### config.mk
export PLATFORM = sky130hd
export DESIGN_NAME = smfd_ctrl
export DESIGN_NICKNAME = d
export VERILOG_FILES = /design/src/rtl/smfd_pkg.sv /design/src/rtl/smfd_ctrl.sv
export SDC_FILE = /design/constraint.sdc
export NUM_CORES = 1
export LEC_CHECK = 0
export ABC_AREA = 1
export ABC_CLOCK_PERIOD_IN_PS = 1950
export BUFFER_PORTS_ARGS = -buffer_cell sky130_fd_sc_hd__buf_4
export CORE_AREA = 5 5 42 44
export DETAILED_ROUTE_END_ITERATION = 10
export DIE_AREA = 0 0 47 49
export PLACE_DENSITY_LB_ADDON = 0.3
export SLEW_MARGIN = 20
export SYNTH_ARGS = -nofsm -noshare
export SYNTH_HDL_FRONTEND = slang
export SYNTH_SLANG_ARGS = --single-unit
### constraint.sdc
create_clock -name i_clk -period 1.95 [get_ports i_clk]
set_input_delay 0.0975 -clock i_clk [delete_from_list [all_inputs] [get_ports i_clk]]
set_output_delay 0.0975 -clock i_clk [all_outputs]
set_load 0.05 [all_outputs]
### src/rtl/smfd_pkg.sv
// ----------------------------------------------------------------------------
// smfd_pkg
// Types, codes and constants shared by the scan mixed-flag detector modules.
// ----------------------------------------------------------------------------
package smfd_pkg;

    localparam int TIME_W     = 40;
    localparam int CFG_IDX_W  = 3;
    localparam int CFG_DATA_W = 20;

    localparam logic [TIME_W-1:0] TIME_MAX = 40'hFF_FFFF_FFFF;

    localparam logic [CFG_IDX_W-1:0] CFG_CORR_COUNT    = 3'd0;
    localparam logic [CFG_IDX_W-1:0] CFG_IF_STRIDE     = 3'd1;
    localparam logic [CFG_IDX_W-1:0] CFG_CHAN_STRIDE   = 3'd2;
    localparam logic [CFG_IDX_W-1:0] CFG_STOKES_STRIDE = 3'd3;
    localparam logic [CFG_IDX_W-1:0] CFG_ANTENNA_LIMIT = 3'd4;
    localparam logic [CFG_IDX_W-1:0] CFG_TIME_MARGIN   = 3'd5;

    localparam logic [4:0]  RST_CORR_COUNT    = 5'd4;
    localparam logic [4:0]  RST_IF_STRIDE     = 5'd4;
    localparam logic [4:0]  RST_CHAN_STRIDE   = 5'd4;
    localparam logic [4:0]  RST_STOKES_STRIDE = 5'd1;
    localparam logic [5:0]  RST_ANTENNA_LIMIT = 6'd32;
    localparam logic [19:0] RST_TIME_MARGIN   = 20'd86400;

    typedef enum logic [1:0] {
        ACT_SAMPLE = 2'd0,
        ACT_FETCH  = 2'd1,
        ACT_END    = 2'd2,
        ACT_NONE   = 2'd3
    } t_action;

    typedef enum logic [1:0] {
        STS_ACCEPTED = 2'd0,
        STS_FLAG     = 2'd1,
        STS_NO_MORE  = 2'd2,
        STS_OVERRUN  = 2'd3
    } t_status;

    typedef enum logic [3:0] {
        ST_INIT_CLEAR,
        ST_IDLE,
        ST_DECODE,
        ST_OVR_CLEAR,
        ST_COMMIT,
        ST_FETCH_RD,
        ST_FETCH_CHK,
        ST_DIV_BL,
        ST_DIV_IF,
        ST_DIV_CH,
        ST_DIV_ST
    } t_state;

    typedef enum logic [1:0] {
        DIV_BL = 2'd0,
        DIV_IF = 2'd1,
        DIV_CH = 2'd2,
        DIV_ST = 2'd3
    } t_div_sel;

    typedef struct packed {
        t_action          action;
        logic [15:0]      source_id;
        logic [7:0]       subarray;
        logic [TIME_W-1:0] sample_time;
        logic [5:0]       ant_first;
        logic [5:0]       ant_second;
        logic [3:0]       corr_index;
        logic             weight_positive;
    } t_item;

    typedef struct packed {
        t_status           status;
        logic [15:0]       flag_source;
        logic [7:0]        flag_subarray;
        logic [TIME_W-1:0] window_begin;
        logic [TIME_W-1:0] window_end;
        logic [5:0]        flag_ant_first;
        logic [5:0]        flag_ant_second;
        logic [4:0]        flag_if;
        logic [4:0]        flag_channel;
        logic [3:0]        flag_stokes;
    } t_result;

    typedef struct packed {
        logic     load;
        logic     set_ovr;
        logic     clr_en;
        logic     clr_all;
        logic     commit;
        logic     rd_clear;
        logic     drain_end;
        logic     div_load;
        t_div_sel load_sel;
        logic     cap_en;
        t_div_sel cap_sel;
        logic     emit;
        t_status  emit_status;
    } t_cmd;

    typedef struct packed {
        t_action action;
        logic    close_req;
        logic    scan_open;
        logic    pending;
        logic    overrun;
        logic    ptr_end;
        logic    hit;
        logic    div_done;
        logic    clr_last_all;
        logic    clr_last_bank;
    } t_stat;

endpackage

### src/rtl/smfd_ctrl.sv
// ----------------------------------------------------------------------------
// smfd_ctrl
// Controller state machine: sequences clearing sweeps, sample commits, the
// drain walk and the decode divisions, and issues commands to the datapath.
// ----------------------------------------------------------------------------
module smfd_ctrl (
    input  logic            i_clk,
    input  logic            i_rst_n,
    input  logic            i_start,
    input  smfd_pkg::t_stat i_stat,
    output smfd_pkg::t_cmd  o_cmd,
    output logic            o_busy
);

    smfd_pkg::t_state r_state;
    smfd_pkg::t_state n_state;

    always_ff @(posedge i_clk) begin
        if (!i_rst_n) begin
            r_state <= smfd_pkg::ST_INIT_CLEAR;
        end else begin
            r_state <= n_state;
        end
    end

    assign o_busy = (r_state != smfd_pkg::ST_IDLE);

    always_comb begin
        n_state = r_state;
        o_cmd   = '0;
        unique case (r_state)
            smfd_pkg::ST_INIT_CLEAR: begin
                o_cmd.clr_en  = 1'b1;
                o_cmd.clr_all = 1'b1;
                if (i_stat.clr_last_all) begin
                    n_state = smfd_pkg::ST_IDLE;
                end
            end
            smfd_pkg::ST_IDLE: begin
                if (i_start) begin
                    o_cmd.load = 1'b1;
                    n_state    = smfd_pkg::ST_DECODE;
                end
            end
            smfd_pkg::ST_DECODE: begin
                unique case (i_stat.action) inside
                    smfd_pkg::ACT_SAMPLE, smfd_pkg::ACT_END: begin
                        if (i_stat.action == smfd_pkg::ACT_END && !i_stat.scan_open) begin
                            o_cmd.emit        = 1'b1;
                            o_cmd.emit_status = smfd_pkg::STS_ACCEPTED;
                            n_state           = smfd_pkg::ST_IDLE;
                        end else if (i_stat.close_req && i_stat.pending) begin
                            o_cmd.set_ovr = 1'b1;
                            n_state       = smfd_pkg::ST_OVR_CLEAR;
                        end else begin
                            n_state = smfd_pkg::ST_COMMIT;
                        end
                    end
                    smfd_pkg::ACT_FETCH: begin
                        if (i_stat.pending) begin
                            n_state = smfd_pkg::ST_FETCH_RD;
                        end else begin
                            o_cmd.emit        = 1'b1;
                            o_cmd.emit_status = smfd_pkg::STS_NO_MORE;
                            n_state           = smfd_pkg::ST_IDLE;
                        end
                    end
                    default: begin
                        o_cmd.emit        = 1'b1;
                        o_cmd.emit_status = smfd_pkg::STS_ACCEPTED;
                        n_state           = smfd_pkg::ST_IDLE;
                    end
                endcase
            end
            smfd_pkg::ST_OVR_CLEAR: begin
                o_cmd.clr_en = 1'b1;
                if (i_stat.clr_last_bank) begin
                    n_state = smfd_pkg::ST_COMMIT;
                end
            end
            smfd_pkg::ST_COMMIT: begin
                o_cmd.commit      = 1'b1;
                o_cmd.emit        = 1'b1;
                o_cmd.emit_status = i_stat.overrun ? smfd_pkg::STS_OVERRUN
                                                   : smfd_pkg::STS_ACCEPTED;
                n_state           = smfd_pkg::ST_IDLE;
            end
            smfd_pkg::ST_FETCH_RD: begin
                if (i_stat.ptr_end) begin
                    o_cmd.drain_end   = 1'b1;
                    o_cmd.emit        = 1'b1;
                    o_cmd.emit_status = smfd_pkg::STS_NO_MORE;
                    n_state           = smfd_pkg::ST_IDLE;
                end else begin
                    o_cmd.rd_clear = 1'b1;
                    n_state        = smfd_pkg::ST_FETCH_CHK;
                end
            end
            smfd_pkg::ST_FETCH_CHK: begin
                if (i_stat.hit) begin
                    o_cmd.div_load = 1'b1;
                    o_cmd.load_sel = smfd_pkg::DIV_BL;
                    n_state        = smfd_pkg::ST_DIV_BL;
                end else begin
                    n_state = smfd_pkg::ST_FETCH_RD;
                end
            end
            smfd_pkg::ST_DIV_BL: begin
                if (i_stat.div_done) begin
                    o_cmd.cap_en   = 1'b1;
                    o_cmd.cap_sel  = smfd_pkg::DIV_BL;
                    o_cmd.div_load = 1'b1;
                    o_cmd.load_sel = smfd_pkg::DIV_IF;
                    n_state        = smfd_pkg::ST_DIV_IF;
                end
            end
            smfd_pkg::ST_DIV_IF: begin
                if (i_stat.div_done) begin
                    o_cmd.cap_en   = 1'b1;
                    o_cmd.cap_sel  = smfd_pkg::DIV_IF;
                    o_cmd.div_load = 1'b1;
                    o_cmd.load_sel = smfd_pkg::DIV_CH;
                    n_state        = smfd_pkg::ST_DIV_CH;
                end
            end
            smfd_pkg::ST_DIV_CH: begin
                if (i_stat.div_done) begin
                    o_cmd.cap_en   = 1'b1;
                    o_cmd.cap_sel  = smfd_pkg::DIV_CH;
                    o_cmd.div_load = 1'b1;
                    o_cmd.load_sel = smfd_pkg::DIV_ST;
                    n_state        = smfd_pkg::ST_DIV_ST;
                end
            end
            smfd_pkg::ST_DIV_ST: begin
                if (i_stat.div_done) begin
                    o_cmd.cap_en      = 1'b1;
                    o_cmd.cap_sel     = smfd_pkg::DIV_ST;
                    o_cmd.emit        = 1'b1;
                    o_cmd.emit_status = smfd_pkg::STS_FLAG;
                    n_state           = smfd_pkg::ST_IDLE;
                end
            end
            default: begin
                n_state = smfd_pkg::ST_IDLE;
            end
        endcase
    end

endmodule

# ---- After elaboration in Yosys (flattened, before gate mapping)
# Index checks and enable logic that the tools add are counted.
dict set report totals {
  reg_bits 4
  out_inout_bits 17
  elab_cells 68
}
dict set report classes {
  n_eq_ne 20
  mux 39
  n_reduce_logical 8
}
# cell n
set ops {}
lappend ops {{one-hot mux 4 bit (10 select lines)} 1}
lappend ops {{one-hot mux 3 bit (4 select lines)} 3}
lappend ops {{two-way mux 4 bit} 7}
lappend ops {{two-way mux 3 bit} 8}
lappend ops {{two-way mux 6 bit} 4}
lappend ops {{== test 4 x 3 -> 1 bit (second input constant)} 4}
lappend ops {{inequality test 2 bit (second input constant)} 7}
lappend ops {{== test 4 bit (second input constant)} 3}
lappend ops {{two-way mux 1 bit} 11}
lappend ops {{== test 4 x 2 -> 1 bit (second input constant)} 2}
lappend ops {{one-hot mux 4 bit (2 select lines)} 1}
lappend ops {{AND reduction 7 bit} 1}
lappend ops {{two-way mux 2 bit} 3}
lappend ops {{one-hot mux 3 bit (2 select lines)} 1}
lappend ops {{== test 4 x 1 -> 1 bit (second input constant)} 1}
lappend ops {{logical NOT 4 bit} 1}
lappend ops {{inequality test 4 x 1 -> 1 bit (second input constant)} 1}
lappend ops {{OR reduction 2 bit} 2}
lappend ops {{== test 2 x 1 -> 1 bit (second input constant)} 1}
lappend ops {{== test 2 bit (second input constant)} 1}
lappend ops {{logical AND 1 bit} 2}
lappend ops {{logical NOT 2 bit} 1}
lappend ops {{logical NOT 1 bit} 1}

# ---- Longest topological paths before layout
# Gate-level depths: netlist of the first run.
dict set report depth {
  ltp_word 5
  ltp_mapped 9
  mapped_depth_nobuf 9
}

# ---- Least setup slack after synthesis of the first run
# Ideal clock, no wire load.
dict set report synth_path {
  path_kind {register to output}
  from {register r_state[3]}
  to {output port o_cmd[5] (netlist name)}
  t_arrival_ps 2160
  setup_slack_ps -307
  stages_incl_launch_ff 6
  path_buffers 0
  cell_sequence {dfxtp_1 > inv_1 > nor2_1 > inv_1 > nor3_1 > or2_2}
}
# item line
set synth_rtl {}
lappend synth_rtl {{from (decl)} smfd_ctrl.sv:15} ;# smfd_pkg::t_state r_state;
lappend synth_rtl {{from (signal assigned)} smfd_ctrl.sv:20} ;# r_state <= smfd_pkg::ST_INIT_CLEAR;
lappend synth_rtl {{from (signal assigned)} smfd_ctrl.sv:22} ;# r_state <= n_state;
lappend synth_rtl {{to (decl)} smfd_ctrl.sv:11} ;# output smfd_pkg::t_cmd o_cmd,

==> flow_summary.html, run 1 <==
<table>
<tr><th>Metric</th><th>Value</th></tr>
<tr><th colspan="2">Clock tree</th></tr>
<tr><td>Number of sinks driven by the clock tree</td><td>4</td></tr>
<tr><td>Cts repair resizes</td><td>0</td></tr>
<tr><td>Count of hold-fix buffers inserted at cts</td><td>0</td></tr>
<tr><td>Clock latency of the later-clocked register in the worst-skew pair</td><td>0.23 ns</td></tr>
<tr><td>Clock slew at reported path FFs</td><td>0.04 ns</td></tr>
<tr><td>H-tree Lvls</td><td>1</td></tr>
<tr><td>Buffer cell driving the clock tree root</td><td>sky130_fd_sc_hd__clkbuf_4</td></tr>
<tr><td>Post-CTS setup repair buffer count</td><td>0</td></tr>
<tr><td>Largest buffer count on any clock path</td><td>2</td></tr>
<tr><td>Number of buffers added by the clock tree synthesis step</td><td>3</td></tr>
<tr><td>CTS tree</td><td>built</td></tr>
<tr><th colspan="2">Synthesis</th></tr>
<tr><td>Cells after Synth</td><td>112</td></tr>
<tr><td>Post-synth EDFFs</td><td>0</td></tr>
<tr><td>Number of distinct library cells after synthesis</td><td>15</td></tr>
<tr><td>Prevailing post-synth register cell</td><td>sky130_fd_sc_hd__dfxtp_1</td></tr>
<tr><td>Most numerous cell types in the synthesized netlist</td><td>sky130_fd_sc_hd__nand2_1, sky130_fd_sc_hd__inv_1, sky130_fd_sc_hd__nor2_1</td></tr>
<tr><td>Sequential fraction of the synthesis area</td><td>14.78%</td></tr>
<tr><td>Largest cells by area after synthesis</td><td>sky130_fd_sc_hd__nand2_1, sky130_fd_sc_hd__inv_1, sky130_fd_sc_hd__dfxtp_1, sky130_fd_sc_hd__nor2_1, sky130_fd_sc_hd__nand3_1</td></tr>
<tr><td>Total nets after synthesis</td><td>126</td></tr>
<tr><td>Area share of the largest cell type after synthesis</td><td>26.33%</td></tr>
<tr><td>Post-synth design cell area</td><td>541.8 um2</td></tr>
<tr><td>Synthesized area per cell</td><td>4.837 um2</td></tr>
<tr><td>Leading cell type by number of instances after synthesis</td><td>sky130_fd_sc_hd__nand2_1</td></tr>
<tr><td>Library cell with the largest summed area after synthesis</td><td>sky130_fd_sc_hd__nand2_1</td></tr>
<tr><td>Number of warning messages in the yosys log</td><td>0</td></tr>
<tr><td>Fraction of synthesis flops using an asynchronous set or reset pin</td><td>0%</td></tr>
<tr><td>Post-synthesis register bit count</td><td>4</td></tr>
<tr><th colspan="2">Timing</th></tr>
<tr><td>Setup violations, final</td><td>0</td></tr>
<tr><td>Achievable frequency</td><td>0.6151 GHz</td></tr>
<tr><td>Count of final hold-check violations</td><td>0</td></tr>
<tr><td>Unrepaired setup endpoints after global routing</td><td>no</td></tr>
<tr><td>Headroom to the max-slew limit</td><td>78.76%</td></tr>
<tr><td>Final-report max-slew violation count</td><td>0</td></tr>
<tr><td>Crit share post-route</td><td>83.38%</td></tr>
<tr><td>Post-route setup TNS</td><td>0 ns</td></tr>
<tr><td>Fin Clk Skew</td><td>0.002994 ns</td></tr>
<tr><td>Tightest Pin Transition</td><td>0.3174 ns</td></tr>
<tr><td>Post-layout minimum cycle time</td><td>1.626 ns</td></tr>
<tr><td>Worst hold margin</td><td>0.1268 ns</td></tr>
<tr><th colspan="2">Route</th></tr>
<tr><td>1st-pass router iterations</td><td>4</td></tr>
<tr><td>Wirelength per Cell</td><td>9.739 um</td></tr>
<tr><td>Detailed Route Iter0 Violations</td><td>14</td></tr>
<tr><td>Routed vias</td><td>754</td></tr>
<tr><td>Average via count per standard cell</td><td>4.683</td></tr>
<tr><td>Routed Wire Length</td><td>1.568 mm</td></tr>
<tr><td>Number of remaining DRC errors</td><td>0</td></tr>
<tr><td>Remaining antenna violation count after routing</td><td>0</td></tr>
<tr><th colspan="2">Die</th></tr>
<tr><td>Top-Level Pins</td><td>31</td></tr>
<tr><td>Core Box Area</td><td>0.001401 mm2</td></tr>
<tr><td>DIE HEIGHT</td><td>49 um</td></tr>
<tr><td>Number of standard-cell rows in the floorplan</td><td>14</td></tr>
<tr><td>Effective utilization at floorplan</td><td>38.66%</td></tr>
<tr><td>Floorplan die area</td><td>0.002303 mm2</td></tr>
<tr><td>Die boundary width</td><td>47 um</td></tr>
<tr><th colspan="2">Cells and area</th></tr>
<tr><td>Antenna diode count</td><td>0</td></tr>
<tr><td>Final core area utilization</td><td>58.30%</td></tr>
<tr><td>Registers with the highest flip-flop counts</td><td>r_state (4)</td></tr>
<tr><td># nets final</td><td>161</td></tr>
<tr><td>Max FFs per register</td><td>4</td></tr>
<tr><td>Area taken by multi-input logic gates</td><td>375.4 um2</td></tr>
<tr><td>Area taken by flip-flops and latches</td><td>80.08 um2</td></tr>
<tr><td>Register ranked first by flip-flop count</td><td>r_state</td></tr>
<tr><td>Layout fillers</td><td>146</td></tr>
<tr><td>Final instance count without filler cells</td><td>161</td></tr>
<tr><td>Fraction of layout cells with a size suffix above 1</td><td>28.28%</td></tr>
<tr><td>Area Growth Syn to Fin</td><td>50.81%</td></tr>
<tr><th colspan="2">Worst setup path</th></tr>
<tr><td>Launching point of the worst reg2reg path</td><td>r_state[0]$_SDFFE_PN0P_</td></tr>
<tr><td>Critical path startpoint category</td><td>flip-flop</td></tr>
<tr><td>Required time reported for the critical path endpoint</td><td>1.85 ns</td></tr>
<tr><td>CP arrival</td><td>1.53 ns</td></tr>
<tr><td>Number of cell instances on the worst register-to-register path</td><td>9</td></tr>
<tr><td>Setup CP Type</td><td>flip-flop to primary output</td></tr>
<tr><td>Slowest cell on the critical path</td><td>sky130_fd_sc_hd__dfxtp_1</td></tr>
<tr><td>Crit Path Max Fanout</td><td>5</td></tr>
<tr><td>Cell chain of the critical path</td><td>inv_1 &gt; nor2_1 &gt; inv_1 &gt; nor2_1 &gt; nand2_1 &gt; nand2_1 &gt; or2_2 &gt; buf_4</td></tr>
<tr><td>Kind of capture point of the worst setup path</td><td>primary output</td></tr>
<tr><td>Flop-to-flop setup slack</td><td>0.65 ns</td></tr>
<tr><td>Worst R2R End</td><td>r_state[0]$_SDFFE_PN0P_</td></tr>
<tr><td>Crit path largest cell delay</td><td>0.40 ns</td></tr>
<tr><th colspan="2">Power</th></tr>
<tr><td>Clock share of power</td><td>9.4%</td></tr>
<tr><td>Power, Total</td><td>0.001051 W</td></tr>
<tr><td>Net Sw Frac</td><td>60.33%</td></tr>
<tr><td>Leakage Power</td><td>0.5376 nW</td></tr>
<tr><td>Maximum VDD drop</td><td>0.5667 mV</td></tr>
<tr><td>Power density over cell area</td><td>1286 mW/mm2</td></tr>
<tr><td>Relative contribution of sequential cells to total power</td><td>14.2%</td></tr>
<tr><td>Switching Power</td><td>0.0006339 W</td></tr>
<tr><td>Internal cell power</td><td>0.0004168 W</td></tr>
<tr><td>Combinational share of power</td><td>76.4%</td></tr>
<tr><th colspan="2">Global route</th></tr>
<tr><td>Number of global-route vias before repair</td><td>679</td></tr>
<tr><td>All-layer global routing usage</td><td>15.54%</td></tr>
<tr><td>Leftover overflow at the end of global routing</td><td>0</td></tr>
<tr><td>First-pass GRT wire length</td><td>2.725 mm</td></tr>
<tr><td>Number of antenna violations at the first check in global routing</td><td>0</td></tr>
<tr><td>Pin count of the biggest net entering global routing</td><td>7</td></tr>
<tr><th colspan="2">Hold path</th></tr>
<tr><td>WHS Path Cells</td><td>3</td></tr>
<tr><td>Endpoint of the worst hold path</td><td>r_state[1]$_SDFFE_PN0P_</td></tr>
<tr><td>Hold Path Origin</td><td>i_rst_n</td></tr>
<tr><td>Worst hold-check path type</td><td>primary input to flip-flop</td></tr>
<tr><th colspan="2">Placement</th></tr>
<tr><td>Number of instances in the placed design</td><td>158</td></tr>
<tr><td>Post-detail-place hpwl</td><td>1.391 mm</td></tr>
<tr><td>Port bufs</td><td>30</td></tr>
<tr><td>Routability congestion estimate</td><td>0.8267</td></tr>
<tr><th colspan="2">Job</th></tr>
<tr><td>Maximum capacitance violations</td><td>0</td></tr>
<tr><th colspan="2">Run status</th></tr>
<tr><td>Outcome</td><td>finished, final reports clean</td></tr>
</table>
## metrics by stage
step / worst slack, ns / instance area, um2
2_1_floorplan: 0.001792 / 549.3
3_3_place_gp: 0.5526 / 794.5
3_5_place_dp: 0.5565 / 794.5
4_1_cts: 0.3002 / 817.0
5_1_grt: 0.09997 / 817.0
6_report: 0.3242 / 817.0
## how the worst max path moves through the flow
| stage | startpoint | end | cells after the start |
|---|---|---|---|
| floorplan | r_state[3]$_SDFFE_PN0P_ | o_cmd[8] | 5 |
| global placement | r_state[3]$_SDFFE_PN0P_ | o_cmd[5] | 8 |
| detailed placement | r_state[3]$_SDFFE_PN0P_ | o_cmd[5] | 8 |
| CTS | r_state[3]$_SDFFE_PN0P_ | o_cmd[5] | 8 |
| global route | r_state[3]$_SDFFE_PN0P_ | o_cmd[5] | 8 |
| finish | r_state[3]$_SDFFE_PN0P_ | o_cmd[5] | 8 |
## area by class of cell
type                            instances  area share, %
Clock buffer                            3          2.757
Inverter                               25          11.49
Multi-Input combinational cell         83          45.94
Sequential cell                         4          9.801
Tap cell                               16          2.450
Timing Repair Buffer                   30          27.57
## layer usage
| metal | global-route usage [%] | vias to the layer above | part of all wire (%) |
|---|---|---|---|
| li1 | - | 409 | - |
| met1 | 21.88 | 332 | 45 |
| met2 | 22.40 | 13 | 50 |
| met3 | 2.583 | 0 | 4.5 |
| met4 | 6.912 | 0 | 0 |
| met5 | 0 | - | 0 |
## power by group through the flow
stage | Clock [W] | Sequential (W) | Combinational [W]
after floorplan | 0 | 0.000140 | 0.000599
after global placement | 0 | 0.000146 | 0.000804
after detailed placement | 0 | 0.000150 | 0.000807
after CTS | 0.000107 | 0.000149 | 0.000809
after global routing | 0.000117 | 0.000156 | 0.000882
final | 0.0000987 | 0.000149 | 0.000803
## cell usage in the layout, fill, tap and decap left out, drive strengths merged
cell type  instances
or2                1
nand2             38
nand3             10
inv               25
o211ai             1
o21ai              3
buf               30
dfxtp              4
nor2              21
nand3b             4
a21oi              3
clkbuf             3
nand4              1
nor3               1
## kinds of logic after synthesis
group           count (synthesis)  synth area share, %
compound gates                  7                7.621
buf+inv                        25                17.32
simple gates                   76                60.28
flops                           4                14.78
## worst max-delay path: cells and delay by family (launching register included)
family | cells | cell delay, ns
AND/OR/NAND/NOR | 5 | 0.54
flip-flops | 1 | 0.40
buffers and inverters | 3 | 0.36
(Power assumes the default switching activity.)
==> run 2, diff against run 1 <==
--- a/config.mk
+++ b/config.mk
@@ -6,7 +6,7 @@
 export NUM_CORES = 1
 export LEC_CHECK = 0
 export ABC_AREA = 1
-export ABC_CLOCK_PERIOD_IN_PS = 1950
+export ABC_CLOCK_PERIOD_IN_PS = 1700
 export BUFFER_PORTS_ARGS = -buffer_cell sky130_fd_sc_hd__buf_4
 export CORE_AREA = 5 5 42 44
 export DETAILED_ROUTE_END_ITERATION = 10
==> constraint.sdc (replaced) <==
create_clock -name i_clk -period 1.7 [get_ports i_clk]
set_input_delay 0.085 -clock i_clk [delete_from_list [all_inputs] [get_ports i_clk]]
set_output_delay 0.085 -clock i_clk [all_outputs]
set_load 0.05 [all_outputs]
==> flow_summary.html, run 2 (same netlist as run 1, synthesis figures left out) <==
<table>
<tr><th>Metric</th><th>Value</th></tr>
<tr><th colspan="2">Worst setup path</th></tr>
<tr><td>Number of cell instances on the worst register-to-register path</td><td>7 (-2)</td></tr>
<tr><td>Crit Path Max Fanout</td><td>6 (+1)</td></tr>
<tr><td>Flop-to-flop setup slack</td><td>0.41 ns (-0.24 ns)</td></tr>
<tr><td>Number of buffer and inverter stages on the critical path</td><td>3 (unchanged)</td></tr>
<tr><td>Critical path capture point</td><td>o_cmd[5]</td></tr>
<tr><td>Kind of cell adding the most delay to the critical path</td><td>simple AND/OR/NAND/NOR gates</td></tr>
<tr><td>Cell chain of the critical path</td><td>nand2_1 &gt; inv_1 &gt; nand2_1 &gt; inv_1 &gt; nand2_1 &gt; nand2_1 &gt; or2_2 &gt; buf_4</td></tr>
<tr><td>Slowest cell on the critical path</td><td>sky130_fd_sc_hd__dfxtp_1</td></tr>
<tr><td>Required time reported for the critical path endpoint</td><td>1.62 ns (-0.23 ns)</td></tr>
<tr><td>Crit-path most repeated cell</td><td>sky130_fd_sc_hd__nand2_1</td></tr>
<tr><td>Setup CP Type</td><td>flip-flop to primary output</td></tr>
<tr><td>Number of stages on the worst setup path</td><td>8 (unchanged)</td></tr>
<tr><td>Kind of capture point of the worst setup path</td><td>primary output</td></tr>
<tr><td>First element of the critical path</td><td>r_state[1]$_SDFFE_PN0P_</td></tr>
<tr><td>Crit path largest cell delay</td><td>0.35 ns (-0.05 ns)</td></tr>
<tr><td>Critical path startpoint category</td><td>flip-flop</td></tr>
<tr><td>Worst R2R End</td><td>r_state[1]$_SDFFE_PN0P_</td></tr>
<tr><td>CP arrival</td><td>1.51 ns (-0.02 ns)</td></tr>
<tr><td>Launching point of the worst reg2reg path</td><td>r_state[3]$_SDFFE_PN0P_</td></tr>
<tr><th colspan="2">Timing</th></tr>
<tr><td>Post-layout minimum cycle time</td><td>1.593 ns</td></tr>
<tr><td>Tightest Pin Transition</td><td>0.3127 ns (-0.004676 ns)</td></tr>
<tr><td>Setup violations, final</td><td>0 (unchanged)</td></tr>
<tr><td>Worst hold margin</td><td>0.1072 ns (-0.01957 ns)</td></tr>
<tr><td>Fin Clk Skew</td><td>0.002984 ns (-0.000009750 ns)</td></tr>
<tr><td>Count of final hold-check violations</td><td>0 (unchanged)</td></tr>
<tr><td>Achievable frequency</td><td>0.6279 GHz</td></tr>
<tr><td>Crit share post-route</td><td>93.69%</td></tr>
<tr><td>Post-route setup TNS</td><td>0 ns (unchanged)</td></tr>
<tr><td>Unrepaired setup endpoints after global routing</td><td>no</td></tr>
<tr><td>Final-report max-slew violation count</td><td>0 (unchanged)</td></tr>
<tr><td>Headroom to the max-slew limit</td><td>79.07% (+0.31 points)</td></tr>
<tr><th colspan="2">Die</th></tr>
<tr><td>Floorplan die area</td><td>0.002303 mm2 (unchanged)</td></tr>
<tr><td>DIE HEIGHT</td><td>49 um (unchanged)</td></tr>
<tr><td>Top-Level Pins</td><td>31 (unchanged)</td></tr>
<tr><td>Core Box Area</td><td>0.001401 mm2 (unchanged)</td></tr>
<tr><td>Effective utilization at floorplan</td><td>38.66% (unchanged)</td></tr>
<tr><td>Number of standard-cell rows in the floorplan</td><td>14 (unchanged)</td></tr>
<tr><td>Die boundary width</td><td>47 um (unchanged)</td></tr>
<tr><th colspan="2">Global route</th></tr>
<tr><td>Number of antenna violations at the first check in global routing</td><td>0 (unchanged)</td></tr>
<tr><td>Leftover overflow at the end of global routing</td><td>0 (unchanged)</td></tr>
<tr><td>First-pass GRT wire length</td><td>2.718 mm (-0.26%)</td></tr>
<tr><td>Pin count of the biggest net entering global routing</td><td>7 (unchanged)</td></tr>
<tr><td>Number of global-route vias before repair</td><td>674 (-0.74%)</td></tr>
<tr><td>All-layer global routing usage</td><td>15.55% (about the same)</td></tr>
<tr><th colspan="2">Route</th></tr>
<tr><td>Detailed-routed wire length on met3</td><td>120 um (+69%)</td></tr>
<tr><td>Average via count per standard cell</td><td>4.795 (+2.4%)</td></tr>
<tr><td>Uppermost layer routed</td><td>met3</td></tr>
<tr><td>Met1 wire length</td><td>699 um (-1.3%)</td></tr>
<tr><td>Routed Wire Length</td><td>1.621 mm (+3.4%)</td></tr>
<tr><td>Routed vias</td><td>772 (+2.4%)</td></tr>
<tr><td>Number of remaining DRC errors</td><td>0 (unchanged)</td></tr>
<tr><td>Wirelength per Cell</td><td>10.07 um (+3.4%)</td></tr>
<tr><td>Length of routed met2 wiring</td><td>800 um (+1.5%)</td></tr>
<tr><td>Remaining antenna violation count after routing</td><td>0 (unchanged)</td></tr>
<tr><td>1st-pass router iterations</td><td>4 (unchanged)</td></tr>
<tr><td>Detailed Route Iter0 Violations</td><td>12 (-2)</td></tr>
<tr><th colspan="2">Clock tree</th></tr>
<tr><td>Buffer cell driving the clock tree root</td><td>sky130_fd_sc_hd__clkbuf_4</td></tr>
<tr><td>Number of sinks driven by the clock tree</td><td>4 (unchanged)</td></tr>
<tr><td>Count of hold-fix buffers inserted at cts</td><td>0 (unchanged)</td></tr>
<tr><td>Number of buffers added by the clock tree synthesis step</td><td>3 (unchanged)</td></tr>
<tr><td>Clock latency of the later-clocked register in the worst-skew pair</td><td>0.23 ns (about the same)</td></tr>
<tr><td>Largest buffer count on any clock path</td><td>2 (unchanged)</td></tr>
<tr><td>Clock slew at reported path FFs</td><td>0.04 ns (about the same)</td></tr>
<tr><td>H-tree Lvls</td><td>1 (unchanged)</td></tr>
<tr><td>CTS tree</td><td>built</td></tr>
<tr><th colspan="2">Power</th></tr>
<tr><td>Leakage Power</td><td>0.5381 nW (about the same)</td></tr>
<tr><td>Switching Power</td><td>0.0007431 W (+17%)</td></tr>
<tr><td>Maximum VDD drop</td><td>0.8400 mV (+48%)</td></tr>
<tr><td>Power, Total</td><td>0.001230 W (+17%)</td></tr>
<tr><td>Net Sw Frac</td><td>60.40% (+0.067 points)</td></tr>
<tr><td>Clock share of power</td><td>9.3% (about the same)</td></tr>
<tr><td>Relative contribution of sequential cells to total power</td><td>14.3% (about the same)</td></tr>
<tr><td>Combinational share of power</td><td>76.4% (about the same)</td></tr>
<tr><td>Power density over cell area</td><td>1485 mW/mm2 (+15%)</td></tr>
<tr><td>Internal cell power</td><td>0.0004872 W (+17%)</td></tr>
<tr><th colspan="2">Placement</th></tr>
<tr><td>Port bufs</td><td>30 (unchanged)</td></tr>
<tr><td>Post-detail-place hpwl</td><td>1.457 mm (+4.8%)</td></tr>
<tr><td>Routability congestion estimate</td><td>0.8373 (+1.3%)</td></tr>
<tr><th colspan="2">Cells and area</th></tr>
<tr><td>Registers with the highest flip-flop counts</td><td>r_state (4)</td></tr>
<tr><td>Register ranked first by flip-flop count</td><td>r_state</td></tr>
<tr><td>Area Growth Syn to Fin</td><td>52.89%</td></tr>
<tr><td>Commonest non-fill, non-tap cell in the layout</td><td>sky130_fd_sc_hd__nand2_1</td></tr>
<tr><td>Antenna diode count</td><td>0 (unchanged)</td></tr>
<tr><td>Commonest cells after routing, fill and taps aside</td><td>sky130_fd_sc_hd__nand2_1, sky130_fd_sc_hd__buf_4, sky130_fd_sc_hd__inv_1</td></tr>
<tr><td># nets final</td><td>161 (unchanged)</td></tr>
<tr><td>Fraction of layout cells with a size suffix above 1</td><td>32.41% (+4.1 points)</td></tr>
<tr><td>Layout fillers</td><td>147 (+0.68%)</td></tr>
<tr><td>Max FFs per register</td><td>4 (unchanged)</td></tr>
<tr><td>Final core area utilization</td><td>59.11% (+0.80 points)</td></tr>
<tr><th colspan="2">Job</th></tr>
<tr><td>Maximum capacitance violations</td><td>0 (unchanged)</td></tr>
<tr><th colspan="2">Run status</th></tr>
<tr><td>Outcome</td><td>finished, final reports clean</td></tr>
<tr><th colspan="2">Hold path</th></tr>
<tr><td>Worst hold-check path type</td><td>primary input to flip-flop</td></tr>
</table>
-- run 2: cell count changes in the layout (fill, tap and decap cells not counted) --
cell                      delta
sky130_fd_sc_hd__dfxtp_1     -3
sky130_fd_sc_hd__nor2_1      -3
sky130_fd_sc_hd__nor2_2      +3
sky130_fd_sc_hd__o21ai_1     +1
sky130_fd_sc_hd__o21ai_0     -1
sky130_fd_sc_hd__dfxtp_2     +3
-- run 2: per-layer routing --
layer | vias to the layer above | track usage (%)
met2 | 27 | 24.43
met4 | 0 | 4.147
met3 | 0 | 3.321
met1 | 333 | 20.83
met5 | - | 0
li1 | 412 | -
-- run 2: how the worst min path moves through the flow --
stage,start,endpoint,slack (ns),cells past startpoint
floorplan,i_rst_n,r_state[0]$_SDFFE_PN0P_,0.22,2
global placement,i_rst_n,r_state[1]$_SDFFE_PN0P_,0.35,3
detailed placement,i_rst_n,r_state[1]$_SDFFE_PN0P_,0.35,3
CTS,i_rst_n,r_state[1]$_SDFFE_PN0P_,0.10,3
global route,i_rst_n,r_state[1]$_SDFFE_PN0P_,0.11,3
finish,i_rst_n,r_state[1]$_SDFFE_PN0P_,0.11,3
-- run 2: final cells by class --
class                      instances  area [um2]  share of cell area [%]
inverter                          25       93.84                   11.33
tap                               16       20.02                   2.417
clock buffer                       3       22.52                   2.719
timing repair buffer              30       225.2                   27.19
multi-input combinational         83       382.9                   46.22
sequential                         4       83.83                   10.12
-- run 2: power groups by stage --
stage	clock network (W)	logic (W)	registers, W
2_1_floorplan	0	0.000695	0.000161
3_5_place_dp	0	0.000939	0.000172
6_report	0.000114	0.000940	0.000176
5_1_grt	0.000129	0.00102	0.000183
3_3_place_gp	0	0.000932	0.000168
4_1_cts	0.000120	0.000942	0.000170
-- run 2: per-stage QoR --
stage | std cells | cell area, um2 | worst slack, ns
2_1_floorplan | 112 | 554.3 | -0.06260
3_3_place_gp | 158 | 799.5 | 0.3165
3_5_place_dp | 158 | 799.5 | 0.3184
4_1_cts | 161 | 822.0 | 0.06279
5_1_grt | 161 | 828.3 | 0.002173
6_report | 161 | 828.3 | 0.1073
-- run 2: repair_timing --
item	CTS	global route
hold endpoints to repair	0	0
gates resized for setup	0	4
buffers inserted	0	0
setup endpoints to repair	0	5
-- run 2: tightest hold or removal path, cell delays in order --
cell	delay, ns
sky130_fd_sc_hd__buf_4	0.09
sky130_fd_sc_hd__inv_1	0.05
sky130_fd_sc_hd__a21oi_2	0.08
==> run 3, diff against run 2 <==
--- a/config.mk
+++ b/config.mk
@@ -6,7 +6,7 @@
 export NUM_CORES = 1
 export LEC_CHECK = 0
 export ABC_AREA = 1
-export ABC_CLOCK_PERIOD_IN_PS = 1700
+export ABC_CLOCK_PERIOD_IN_PS = 1800
 export BUFFER_PORTS_ARGS = -buffer_cell sky130_fd_sc_hd__buf_4
 export CORE_AREA = 5 5 42 44
 export DETAILED_ROUTE_END_ITERATION = 10
==> constraint.sdc (replaced) <==
create_clock -name i_clk -period 1.8 [get_ports i_clk]
set_input_delay 0.09 -clock i_clk [delete_from_list [all_inputs] [get_ports i_clk]]
set_output_delay 0.09 -clock i_clk [all_outputs]
set_load 0.05 [all_outputs]
==> flow_summary.html, run 3 (same netlist as run 1, synthesis figures left out) <==
<table>
<tr><th>Metric</th><th>Value</th></tr>
<tr><th colspan="2">Run status</th></tr>
<tr><td>Outcome</td><td>finished, final reports clean</td></tr>
<tr><th colspan="2">Route</th></tr>
<tr><td>1st-pass router iterations</td><td>4 (unchanged)</td></tr>
<tr><td>Routed Wire Length</td><td>1.624 mm (+0.19%)</td></tr>
<tr><td>Routed vias</td><td>766 (-0.78%)</td></tr>
<tr><td>Average via count per standard cell</td><td>4.758 (-0.78%)</td></tr>
<tr><td>Wirelength per Cell</td><td>10.09 um (+0.19%)</td></tr>
<tr><td>Number of remaining DRC errors</td><td>0 (unchanged)</td></tr>
<tr><td>Detailed Route Iter0 Violations</td><td>23 (+11)</td></tr>
<tr><td>Remaining antenna violation count after routing</td><td>0 (unchanged)</td></tr>
<tr><th colspan="2">Cells and area</th></tr>
<tr><td>Register ranked first by flip-flop count</td><td>r_state</td></tr>
<tr><td>Commonest non-fill, non-tap cell in the layout</td><td>sky130_fd_sc_hd__nand2_1</td></tr>
<tr><td>Final core area utilization</td><td>58.57% (-0.54 points)</td></tr>
<tr><td>Fraction of layout cells with a size suffix above 1</td><td>29.66% (-2.8 points)</td></tr>
<tr><td>Commonest cells after routing, fill and taps aside</td><td>sky130_fd_sc_hd__nand2_1, sky130_fd_sc_hd__buf_4, sky130_fd_sc_hd__inv_1</td></tr>
<tr><td>Antenna diode count</td><td>0 (unchanged)</td></tr>
<tr><td>Area Growth Syn to Fin</td><td>51.50%</td></tr>
<tr><td>Registers with the highest flip-flop counts</td><td>r_state (4)</td></tr>
<tr><td>Layout fillers</td><td>158 (+7.5%)</td></tr>
<tr><td>Max FFs per register</td><td>4 (unchanged)</td></tr>
<tr><td>Post-route design area</td><td>820.8 um2 (-0.91%)</td></tr>
<tr><td># nets final</td><td>161 (unchanged)</td></tr>
<tr><th colspan="2">Die</th></tr>
<tr><td>Core Box Area</td><td>0.001401 mm2 (unchanged)</td></tr>
<tr><td>DIE HEIGHT</td><td>49 um (unchanged)</td></tr>
<tr><td>Top-Level Pins</td><td>31 (unchanged)</td></tr>
<tr><td>Die boundary width</td><td>47 um (unchanged)</td></tr>
<tr><td>Floorplan die area</td><td>0.002303 mm2 (unchanged)</td></tr>
<tr><td>Effective utilization at floorplan</td><td>38.66% (unchanged)</td></tr>
<tr><td>Number of standard-cell rows in the floorplan</td><td>14 (unchanged)</td></tr>
<tr><th colspan="2">Global route</th></tr>
<tr><td>Pin count of the biggest net entering global routing</td><td>7 (unchanged)</td></tr>
<tr><td>Leftover overflow at the end of global routing</td><td>0 (unchanged)</td></tr>
<tr><td>Number of antenna violations at the first check in global routing</td><td>0 (unchanged)</td></tr>
<tr><td>First-pass GRT wire length</td><td>2.863 mm (+5.3%)</td></tr>
<tr><td>All-layer global routing usage</td><td>16.54% (+0.99 points)</td></tr>
<tr><td>Number of global-route vias before repair</td><td>718 (+6.5%)</td></tr>
<tr><th colspan="2">Clock tree</th></tr>
<tr><td>Post-CTS setup repair buffer count</td><td>0 (unchanged)</td></tr>
<tr><td>Clock slew at reported path FFs</td><td>0.04 ns (about the same)</td></tr>
<tr><td>Largest buffer count on any clock path</td><td>2 (unchanged)</td></tr>
<tr><td>Count of hold-fix buffers inserted at cts</td><td>0 (unchanged)</td></tr>
<tr><td>CTS tree</td><td>built</td></tr>
<tr><td>Clock latency of the later-clocked register in the worst-skew pair</td><td>0.23 ns (about the same)</td></tr>
<tr><td>Number of sinks driven by the clock tree</td><td>4 (unchanged)</td></tr>
<tr><td>Number of buffers added by the clock tree synthesis step</td><td>3 (unchanged)</td></tr>
<tr><td>Cts repair resizes</td><td>0 (unchanged)</td></tr>
<tr><td>Buffer cell driving the clock tree root</td><td>sky130_fd_sc_hd__clkbuf_4</td></tr>
<tr><td>H-tree Lvls</td><td>1 (unchanged)</td></tr>
<tr><th colspan="2">Power</th></tr>
<tr><td>Power density over cell area</td><td>1399 mW/mm2 (-5.8%)</td></tr>
<tr><td>Leakage Power</td><td>0.5378 nW (about the same)</td></tr>
<tr><td>Maximum VDD drop</td><td>0.6983 mV (-17%)</td></tr>
<tr><th colspan="2">Worst setup path</th></tr>
<tr><td>First element of the critical path</td><td>r_state[0]$_SDFFE_PN0P_</td></tr>
<tr><td>Critical path startpoint category</td><td>flip-flop</td></tr>
<tr><td>CP arrival</td><td>1.52 ns (about the same)</td></tr>
<tr><td>Required time reported for the critical path endpoint</td><td>1.71 ns (+0.09 ns)</td></tr>
<tr><td>Launching point of the worst reg2reg path</td><td>r_state[0]$_SDFFE_PN0P_</td></tr>
<tr><td>Crit Path Max Fanout</td><td>6 (unchanged)</td></tr>
<tr><td>Kind of capture point of the worst setup path</td><td>primary output</td></tr>
<tr><td>Setup CP Type</td><td>flip-flop to primary output</td></tr>
<tr><th colspan="2">Timing</th></tr>
<tr><td>Count of final hold-check violations</td><td>0 (unchanged)</td></tr>
<tr><td>Tightest Pin Transition</td><td>0.2806 ns (-0.03211 ns)</td></tr>
<tr><td>Final-report max-slew violation count</td><td>0 (unchanged)</td></tr>
<tr><td>Crit share post-route</td><td>89.33%</td></tr>
<tr><td>Post-route setup TNS</td><td>0 ns (unchanged)</td></tr>
<tr><td>Post-layout minimum cycle time</td><td>1.608 ns</td></tr>
<tr><td>Fin Clk Skew</td><td>0.002696 ns (-0.0002888 ns)</td></tr>
<tr><td>Headroom to the max-slew limit</td><td>81.22% (+2.1 points)</td></tr>
<tr><td>Setup violations, final</td><td>0 (unchanged)</td></tr>
<tr><td>Unrepaired setup endpoints after global routing</td><td>no</td></tr>
<tr><td>Achievable frequency</td><td>0.6219 GHz</td></tr>
<tr><th colspan="2">Job</th></tr>
<tr><td>Maximum capacitance violations</td><td>0 (unchanged)</td></tr>
<tr><th colspan="2">Placement</th></tr>
<tr><td>Area after DPL</td><td>797.0 um2 (-0.31%)</td></tr>
<tr><td>Routability congestion estimate</td><td>0.8465 (+1.1%)</td></tr>
<tr><td>Post-detail-place hpwl</td><td>1.448 mm (-0.61%)</td></tr>
<tr><td>Port bufs</td><td>30 (unchanged)</td></tr>
<tr><th colspan="2">Hold path</th></tr>
<tr><td>Worst hold-check path type</td><td>primary input to flip-flop</td></tr>
<tr><td>Hold Path Origin</td><td>i_rst_n</td></tr>
</table>
==> run 3: cell counts in the layout (fill, tap and decap cells not counted) <==
No cell type changed its count.
==> run 3: final cells by class <==
type | count | area, um2 | area share, %
clock buffers | 3 | 22.52 | 2.744
multi-input cells | 83 | 377.9 | 46.04
repair buffers | 30 | 225.2 | 27.44
well taps | 16 | 20.02 | 2.439
flip-flops and latches | 4 | 81.33 | 9.909
inverters | 25 | 93.84 | 11.43
==> run 3: worst max-delay path, stage by stage (launching register included) <==
cell and delay [ns]:
sky130_fd_sc_hd__dfxtp_1 0.36, sky130_fd_sc_hd__nand2_1 0.10, sky130_fd_sc_hd__inv_1 0.07, sky130_fd_sc_hd__nand2_1 0.10
sky130_fd_sc_hd__inv_1 0.06, sky130_fd_sc_hd__nand2_1 0.07, sky130_fd_sc_hd__nand2_1 0.06, sky130_fd_sc_hd__or2_2 0.26
sky130_fd_sc_hd__buf_4 0.19
==> run 3: stage by stage <==
stage	std cells	total power (W)	hold slack, ns	worst slack (ns)
after floorplan	112	0.0008025	0.2257	0.01530
after global placement	158	0.001032	0.3511	0.4109
after detailed placement	158	0.001043	0.3526	0.4033
after CTS	161	0.001160	0.1056	0.1469
after global routing	161	0.001251	0.1204	0.01721
final	161	0.001148	0.1102	0.1920
==> run 3: final timing paths <==
kind                        endpoint  slack (ns)  cells past startpoint
min          r_state[1]$_SDFFE_PN0P_        0.11                      3
min reg2reg  r_state[3]$_SDFFE_PN0P_        0.52                      2
max reg2reg  r_state[0]$_SDFFE_PN0P_        0.48                      9
max                         o_cmd[5]        0.19                      8
==> run 3: per-layer routing <==
layer | global-route usage, % | up-vias | wire (um)
met5 | 0 | - | 0
met4 | 8.295 | 0 | 24
met3 | 3.321 | 4 | 134
met2 | 23.30 | 29 | 776
met1 | 23.03 | 324 | 688
li1 | - | 409 | -
==> run 3: where the power goes <==
part	internal [W]	switching, W	leakage (nW)
clock network	0.0000744	0.0000349	0.0138
logic	0.000260	0.000615	0.491
registers	0.000119	0.0000449	0.0332
total	0.000454	0.000694	0.538
